[src/rtl/omio_pkg.sv]
// shared types and constants for the odd multiplier inverse and order block
package omio_pkg;

  localparam int unsigned ValueW      = 64;
  localparam int unsigned HalfW       = ValueW / 2;
  localparam int unsigned WideRounds   = 61;
  localparam int unsigned NarrowRounds = 29;
  localparam int unsigned NewtonSteps  = 5;
  localparam int unsigned RoundW       = $clog2(WideRounds);
  localparam int unsigned StepW        = $clog2(NewtonSteps);

  localparam logic [RoundW-1:0] WideLast   = RoundW'(WideRounds - 1);
  localparam logic [RoundW-1:0] NarrowLast = RoundW'(NarrowRounds - 1);
  localparam logic [StepW-1:0]  NewtonLast = StepW'(NewtonSteps - 1);
  localparam logic [ValueW-1:0] NewtonTwo  = ValueW'(2);

  // partial product being formed by the shared multiplier
  typedef enum logic [1:0] {
    MUL_LL,
    MUL_HL,
    MUL_LH
  } omio_mul_step_e;

  // sequencer states
  typedef enum logic [2:0] {
    ST_IDLE,
    ST_SQ_GO,
    ST_SQ_WAIT,
    ST_NT1_GO,
    ST_NT1_WAIT,
    ST_NT2_GO,
    ST_NT2_WAIT,
    ST_FINISH
  } omio_state_e;

  // request to the shared multiplier
  typedef struct packed {
    logic start;
    logic square;
  } omio_mul_ctl_t;

endpackage

[src/rtl/omio_mul.sv]
// shared 64x64 mod 2^64 multiplier built on one 32x32 multiplier, one partial product a cycle
module omio_mul (
  input  logic                          clk_i,
  input  logic                          rst_ni,
  input  omio_pkg::omio_mul_ctl_t       ctl_i,
  input  logic [omio_pkg::ValueW-1:0]   op_a_i,
  input  logic [omio_pkg::ValueW-1:0]   op_b_i,
  output logic                          done_o,
  output logic [omio_pkg::ValueW-1:0]   res_o
);
  import omio_pkg::*;

  logic                busy_q, busy_d;
  logic                done_q, done_d;
  logic                sq_q, sq_d;
  omio_mul_step_e      step_q, step_d;
  logic [ValueW-1:0]   a_q, a_d, b_q, b_d, acc_q, acc_d;
  logic [HalfW-1:0]    mul_a, mul_b, cross_term;
  logic [ValueW-1:0]   prod;

  // operand halves for the current partial product
  always_comb begin
    unique case (step_q)
      MUL_LL: begin
        mul_a = a_q[HalfW-1:0];
        mul_b = b_q[HalfW-1:0];
      end
      MUL_HL: begin
        mul_a = a_q[ValueW-1:HalfW];
        mul_b = b_q[HalfW-1:0];
      end
      default: begin
        mul_a = a_q[HalfW-1:0];
        mul_b = b_q[ValueW-1:HalfW];
      end
    endcase
  end

  // the single 32x32 multiplier; cross terms only feed the upper half
  assign prod       = ValueW'(mul_a) * ValueW'(mul_b);
  assign cross_term = sq_q ? {prod[HalfW-2:0], 1'b0} : prod[HalfW-1:0];

  // step sequencing and accumulation
  always_comb begin
    busy_d = busy_q;
    step_d = step_q;
    sq_d   = sq_q;
    a_d    = a_q;
    b_d    = b_q;
    acc_d  = acc_q;
    done_d = 1'b0;
    if (ctl_i.start) begin
      busy_d = 1'b1;
      step_d = MUL_LL;
      sq_d   = ctl_i.square;
      a_d    = op_a_i;
      b_d    = op_b_i;
    end else if (busy_q) begin
      if (step_q == MUL_LL) begin
        acc_d = prod;
      end else begin
        acc_d = {acc_q[ValueW-1:HalfW] + cross_term, acc_q[HalfW-1:0]};
      end
      unique case (step_q)
        MUL_LL: step_d = MUL_HL;
        MUL_HL: begin
          if (sq_q) begin
            busy_d = 1'b0;
            done_d = 1'b1;
          end else begin
            step_d = MUL_LH;
          end
        end
        default: begin
          busy_d = 1'b0;
          done_d = 1'b1;
        end
      endcase
    end
  end

  // control state
  always_ff @(posedge clk_i or negedge rst_ni) begin
    if (!rst_ni) begin
      busy_q <= 1'b0;
      done_q <= 1'b0;
      step_q <= MUL_LL;
      sq_q   <= 1'b0;
    end else begin
      busy_q <= busy_d;
      done_q <= done_d;
      step_q <= step_d;
      sq_q   <= sq_d;
    end
  end

  // operands and accumulator
  always_ff @(posedge clk_i) begin
    a_q   <= a_d;
    b_q   <= b_d;
    acc_q <= acc_d;
  end

  assign done_o = done_q;
  assign res_o  = acc_q;

endmodule

[src/rtl/odd_multiplier_inverse_and_order.sv]
// top level: sequencer for the order test and the Newton inverse around the shared multiplier
//
// Input stream: s_axis_tdata carries the 64-bit multiplier candidate, s_axis_tuser
// the narrow flag (1 = order test on the low 32 bits modulo 2^32, 29 squarings;
// 0 = order test modulo 2^64, 61 squarings). The block takes one request at a time.
// Output stream: m_axis_tdata carries the inverse modulo 2^64 (meaningful for an
// odd candidate), m_axis_tuser the maximal-order flag.
// Every 64-bit product goes through one 32x32 multiplier, one partial product a
// cycle: a squaring takes two partial products, a general product three. The
// order test stops at the first square that is 0 or 1, then five Newton steps
// of two products each follow. The next request is taken once the sequencer
// has handed the result on and is back in idle.
// The result sits in an output register: a new request is accepted while it
// still waits; a stalled receiver only holds up the block when the next
// result is finished. Reset clears the sequencer and drops m_axis_tvalid.
module odd_multiplier_inverse_and_order (
  input  logic                        clk_i,
  input  logic                        rst_ni,
  input  logic                        s_axis_tvalid,
  output logic                        s_axis_tready,
  input  logic [omio_pkg::ValueW-1:0] s_axis_tdata,   // [63:0] value
  input  logic                        s_axis_tuser,   // [0] narrow
  output logic                        m_axis_tvalid,
  input  logic                        m_axis_tready,
  output logic [omio_pkg::ValueW-1:0] m_axis_tdata,   // [63:0] inverse
  output logic                        m_axis_tuser    // [0] max_order
);
  import omio_pkg::*;

  omio_state_e        state_q, state_d;
  logic [RoundW-1:0]  rnd_q, rnd_d;
  logic [StepW-1:0]   nt_q, nt_d;
  logic               narrow_q, narrow_d;
  logic               ok_q, ok_d;
  logic               m_valid_q, m_valid_d;
  logic [ValueW-1:0]  a_q, a_d, x_q, x_d, v_q, v_d, d_q, d_d;
  logic [ValueW-1:0]  out_inv_q, out_inv_d;
  logic               out_ok_q, out_ok_d;
  logic [ValueW-1:0]  sq, mul_a, mul_b, mul_res;
  logic               mul_done;
  omio_mul_ctl_t      mul_ctl;

  // square result trimmed to the tested width
  assign sq = narrow_q ? {{HalfW{1'b0}}, mul_res[HalfW-1:0]} : mul_res;

  // sequencer: next state, datapath updates and multiplier requests
  always_comb begin
    state_d   = state_q;
    rnd_d     = rnd_q;
    nt_d      = nt_q;
    narrow_d  = narrow_q;
    ok_d      = ok_q;
    a_d       = a_q;
    x_d       = x_q;
    v_d       = v_q;
    d_d       = d_q;
    out_inv_d = out_inv_q;
    out_ok_d  = out_ok_q;
    m_valid_d = m_valid_q && !m_axis_tready;
    mul_ctl   = '0;
    mul_a     = v_q;
    mul_b     = v_q;
    s_axis_tready = 1'b0;
    unique case (state_q)
      ST_IDLE: begin
        s_axis_tready = 1'b1;
        if (s_axis_tvalid) begin
          a_d      = s_axis_tdata;
          x_d      = s_axis_tdata;
          narrow_d = s_axis_tuser;
          v_d      = s_axis_tuser ? {{HalfW{1'b0}}, s_axis_tdata[HalfW-1:0]} : s_axis_tdata;
          ok_d     = 1'b1;
          rnd_d    = '0;
          nt_d     = '0;
          state_d  = ST_SQ_GO;
        end
      end
      ST_SQ_GO: begin
        mul_ctl.start  = 1'b1;
        mul_ctl.square = 1'b1;
        state_d        = ST_SQ_WAIT;
      end
      ST_SQ_WAIT: begin
        if (mul_done) begin
          v_d = sq;
          if (sq[ValueW-1:1] == '0) begin
            ok_d    = 1'b0;
            state_d = ST_NT1_GO;
          end else if (rnd_q == (narrow_q ? NarrowLast : WideLast)) begin
            state_d = ST_NT1_GO;
          end else begin
            rnd_d   = rnd_q + RoundW'(1);
            state_d = ST_SQ_GO;
          end
        end
      end
      ST_NT1_GO: begin
        mul_ctl.start = 1'b1;
        mul_a         = a_q;
        mul_b         = x_q;
        state_d       = ST_NT1_WAIT;
      end
      ST_NT1_WAIT: begin
        if (mul_done) begin
          d_d     = NewtonTwo - mul_res;
          state_d = ST_NT2_GO;
        end
      end
      ST_NT2_GO: begin
        mul_ctl.start = 1'b1;
        mul_a         = x_q;
        mul_b         = d_q;
        state_d       = ST_NT2_WAIT;
      end
      ST_NT2_WAIT: begin
        if (mul_done) begin
          x_d = mul_res;
          if (nt_q == NewtonLast) begin
            state_d = ST_FINISH;
          end else begin
            nt_d    = nt_q + StepW'(1);
            state_d = ST_NT1_GO;
          end
        end
      end
      default: begin
        // hand the result to the output register once it is free
        if (!m_valid_q || m_axis_tready) begin
          out_inv_d = x_q;
          out_ok_d  = ok_q;
          m_valid_d = 1'b1;
          state_d   = ST_IDLE;
        end
      end
    endcase
  end

  // control state
  always_ff @(posedge clk_i or negedge rst_ni) begin
    if (!rst_ni) begin
      state_q   <= ST_IDLE;
      rnd_q     <= '0;
      nt_q      <= '0;
      narrow_q  <= 1'b0;
      ok_q      <= 1'b0;
      m_valid_q <= 1'b0;
    end else begin
      state_q   <= state_d;
      rnd_q     <= rnd_d;
      nt_q      <= nt_d;
      narrow_q  <= narrow_d;
      ok_q      <= ok_d;
      m_valid_q <= m_valid_d;
    end
  end

  // datapath and output payload
  always_ff @(posedge clk_i) begin
    a_q       <= a_d;
    x_q       <= x_d;
    v_q       <= v_d;
    d_q       <= d_d;
    out_inv_q <= out_inv_d;
    out_ok_q  <= out_ok_d;
  end

  // shared multiplier
  omio_mul u_mul (
    .clk_i  (clk_i),
    .rst_ni (rst_ni),
    .ctl_i  (mul_ctl),
    .op_a_i (mul_a),
    .op_b_i (mul_b),
    .done_o (mul_done),
    .res_o  (mul_res)
  );

  assign m_axis_tvalid = m_valid_q;
  assign m_axis_tdata  = out_inv_q;
  assign m_axis_tuser  = out_ok_q;

endmodule

[config.mk]
export PLATFORM = sky130hd
export DESIGN_NAME = odd_multiplier_inverse_and_order
export DESIGN_NICKNAME = d
export VERILOG_FILES = /design/src/rtl/omio_pkg.sv /design/src/rtl/omio_mul.sv /design/src/rtl/odd_multiplier_inverse_and_order.sv
export SDC_FILE = /design/constraint.sdc
export NUM_CORES = 2
export LEC_CHECK = 0
export BUFFER_PORTS_ARGS = -buffer_cell sky130_fd_sc_hd__buf_2
export CAP_MARGIN = 5
export CORE_ASPECT_RATIO = 2
export CORE_UTILIZATION = 25
export DETAILED_ROUTE_END_ITERATION = 10
export GPL_TIMING_DRIVEN = 0
export PLACE_DENSITY = 0.43
export SLEW_MARGIN = 20
export SYNTH_ARGS = -nofsm -noshare
export SYNTH_HDL_FRONTEND = slang
export SYNTH_SLANG_ARGS = --single-unit
[constraint.sdc]
create_clock -name clk_i -period 13.1 [get_ports clk_i]
set_clock_uncertainty 0.1 [all_clocks]
set_input_delay 3.275 -clock clk_i [delete_from_list [all_inputs] [get_ports clk_i]]
set_output_delay 3.275 -clock clk_i [all_outputs]
set_load 0.02 [all_outputs]
==> flow_summary.yaml <==
setup_path:
  slowest_delay_ps: 740
  cp.required_ps: 13390
  cp_slowest_cell: "buf_1"
  cpMostUsedCell: "fa_1"
  end_kind: "flip-flop"
  critPathArrivalTime_ps: 13190
  cp_max_fo: 10
  critical_path.top_delay_family: "adder cells"
  crit_buf_inv: 8
  criticalPathCategory: "reg2reg"
  start_kind: "flip-flop"
placement:
  dpl.hpwl_microns: 236600
  place.gp.congestion: 1.036
  place_ws_ps: -1384
  portBuffers: 135
  dp.cells: 8704
die:
  die_w_microns: 338.3
  die_y_microns: 674.6
  rows: 246
  start_util_pct: 25.17
  coreArea_sq_um: 224700
  top_level_ports: 136
  die_area_sq_um: 228200
finish:
  layout.cells.non_filler: 8786
  syn_to_final_growth_pct: 13.03
  nets: 7034
  utilization_pct: 28.45
  drive_gt1_share_pct: 8.912
  fill_cells: 23910
global_routing:
  antenna_found_initial: 16
  grt_pass1_wl_microns: 377800
  grt_overflow: 0
  grtUsageTotal_pct: 24.28
  grt_pass1_vias: 46970
  grt_start_max_net_pins: 39
timing:
  relSlewSlack_pct: 16.74
  setup_viol: 0
  worst_pin_slew_ps: 1249
  fin_hold_ws_ps: 399.7
  drv_slew: 0
  rsz0062_at_grt: "false"
  fin_crit_sh_pct: 98.42
  hold_viol_final: 0
  setup_slack_ps: 207.5
  fmax_ghz: 0.07756
  fin_crit_ps: 12890
synthesis:
  yosys_warnings: 0
  synth_cell_types: 88
  synthTopCellsByArea: "fa_1, edfxtp_1, ha_1"
  synth-edff-count: 513
  synth-seq-cells: 533
  synthFlopType: "edfxtp_1"
  synth.top_cell.area_share_pct: 31.75
  syn_avg_cell_area_sq_um: 10.20
  syn_inst: 5544
  syn-num-nets: 6810
  synth_top_area_cell: "fa_1"
  synthArstFlopShare_pct: 3.752
  syn_area_sq_um: 56560
  yosysSeqAreaShare_pct: 28.12
detailed_routing:
  route.detailed.drc: 0
  first_iter_violations: 2750
  drt-total-wl_microns: 276900
  first_pass_iters: 6
  ant_nets: 0
  vias: 42710
  drt-wirelength-per-cell_microns: 31.52
  viasPerCell: 4.862
clock_network:
  post_cts_buffers: 0
  cts.htree.levels: 2
  clk_latency_ps: 630
  cts_buffer_depth: 3
  cts_root_buffer: "clkbuf_16"
  cts_num_sinks: 533
  cts_tree: "built"
  clkTransAtPathRegs_ps: 80
  cts-buffers-inserted: 43
outcome:
  status: "complete, no violations"
hold_path:
  min-delay-path-class: "reg2reg"
flow_run:
  cap_violations: 0
## final cells by class
class / count / area, sq um / area share [%]
antenna: 9 / 22.52 / 0.03523
buffer: 275 / 1184 / 1.852
clock buffer: 46 / 1087 / 1.701
clock inverter: 32 / 350.3 / 0.5481
inverter: 897 / 3372 / 5.275
multi-input combinational: 3833 / 36760 / 57.51
sequential: 533 / 15910 / 24.88
tap: 2976 / 3724 / 5.825
timing repair buffer: 185 / 1516 / 2.372
## metrics by stage
step	cell area, sq um	setup TNS, ps
after floorplan	56560	0
after global placement	60950	-38730
after detailed placement	62230	-7070
after CTS	63830	0
after global routing	63910	0
final	63920	0
## worst paths after layout
| kind | from | end | slack [ps] | depth (start not counted) |
|---|---|---|---|---|
| min in group asynchronous | rst_ni | u_mul.done_o | 2540 | 1 |
| worst min-delay path | ok_q | m_axis_tuser | 400 | 0 |
| worst max register to register | u_mul.step_q[1] | u_mul.res_o[63] | 210 | 35 |
| max in group asynchronous | rst_ni | u_mul.step_q[0] | 9960 | 1 |
| worst max-delay path | u_mul.step_q[1] | u_mul.res_o[63] | 210 | 35 |
| worst min register to register | ok_q | m_axis_tuser | 400 | 0 |
## worst register-to-register path: cells and delay by family (launching register included)
kind / cells / cell delay [ps]
AOI/OAI and AO/OA: 7 / 2060
DFF: 1 / 350
adders and majority gates: 10 / 4580
muxes: 2 / 1020
and+or+nand+nor: 6 / 1350
buffers and inverters: 8 / 2150
xor gates and xnor gates: 2 / 1060
## Yosys cell counts (4+ instances only)
master	n
a221oi_1	6
or2_2	4
a211oi_1	15
fa_1	897
o211ai_1	4
a21oi_1	103
nand4_1	23
nor2_1	491
dfrtp_1	20
nand2_1	989
and4_1	5
and3_1	17
xnor2_1	94
nor3_1	31
o31ai_1	7
o22ai_1	4
nand3b_1	37
o21a_1	6
edfxtp_1	513
nand2b_1	50
buf_2	6
nor2b_1	16
a21boi_0	9
clkbuf_1	250
ha_1	300
nor4_1	13
inv_1	896
buf_1	23
xor2_1	59
a221o_1	132
mux2i_1	66
o21bai_1	13
nand3_1	19
a31oi_1	16
o21ai_0	106
a211o_1	5
mux2_2	82
a21o_1	70
and2_1	77
or3_1	4
## flip-flops by register name, indices dropped and copies added (netlist names)
| register | flops |
|---|---|
| a_q | 64 |
| d_q | 64 |
| m_axis_tdata | 64 |
| u_mul.a_q | 64 |
| u_mul.b_q | 64 |
| u_mul.res_o | 64 |
| v_q | 64 |
| x_q | 64 |
| rnd_q | 6 |
| nt_q | 3 |
| state_q | 3 |
| u_mul.step_q | 2 |
| m_axis_tuser | 1 |
| m_axis_tvalid | 1 |
| narrow_q | 1 |
| ok_q | 1 |
| u_mul.busy_q | 1 |
| u_mul.done_o | 1 |
| u_mul.sq_q | 1 |
## logic make-up (layout without fill, tap and decap cells)
logic type,count (synthesis),after routing,synth area share [%]
fa+ha+maj,1197,1197,38.39
simple gates,1803,1803,13.59
flops,533,533,28.12
mux,149,149,2.821
xor+xnor,155,155,2.449
compound gates,529,529,6.776
other cells,0,9,0
buf+inv,1178,1435,7.847
## metal layers
metal  part of all wire [%]  wire length [microns]  global-route usage (%)
met1                     29                  81610                   20.98
met2                     55                 152500                   47.84
met3                    3.7                  10260                   2.670
met4                     12                  32550                   22.55
met5                 0.0079                     22                       0
## cells in the final DEF (no fill, tap or decap), types with 52 or more instances in the layout
cell type,netlist,routed
buf_2,6,148
mux2_2,82,82
a221o_1,132,132
clkbuf_1,250,186
ha_1,300,300
a21oi_1,103,103
fa_1,897,897
nand2_1,989,989
and2_1,77,77
clkbuf_2,1,52
inv_1,896,894
o21ai_0,106,105
xnor2_1,94,85
nor2_1,491,488
xor2_1,59,58
edfxtp_1,513,513
a21o_1,70,69
## what timing repair did
item / in CTS / in global routing
endpoints found under the setup margin: 13 / 3
resized for setup: 59 / 18
hold buffers: 0 / 0
gates cloned: 0 / 0
Power is left out: the tool's default activity adds up to more than one toggle a clock period on the data nets, which glitch-free logic cannot reach.
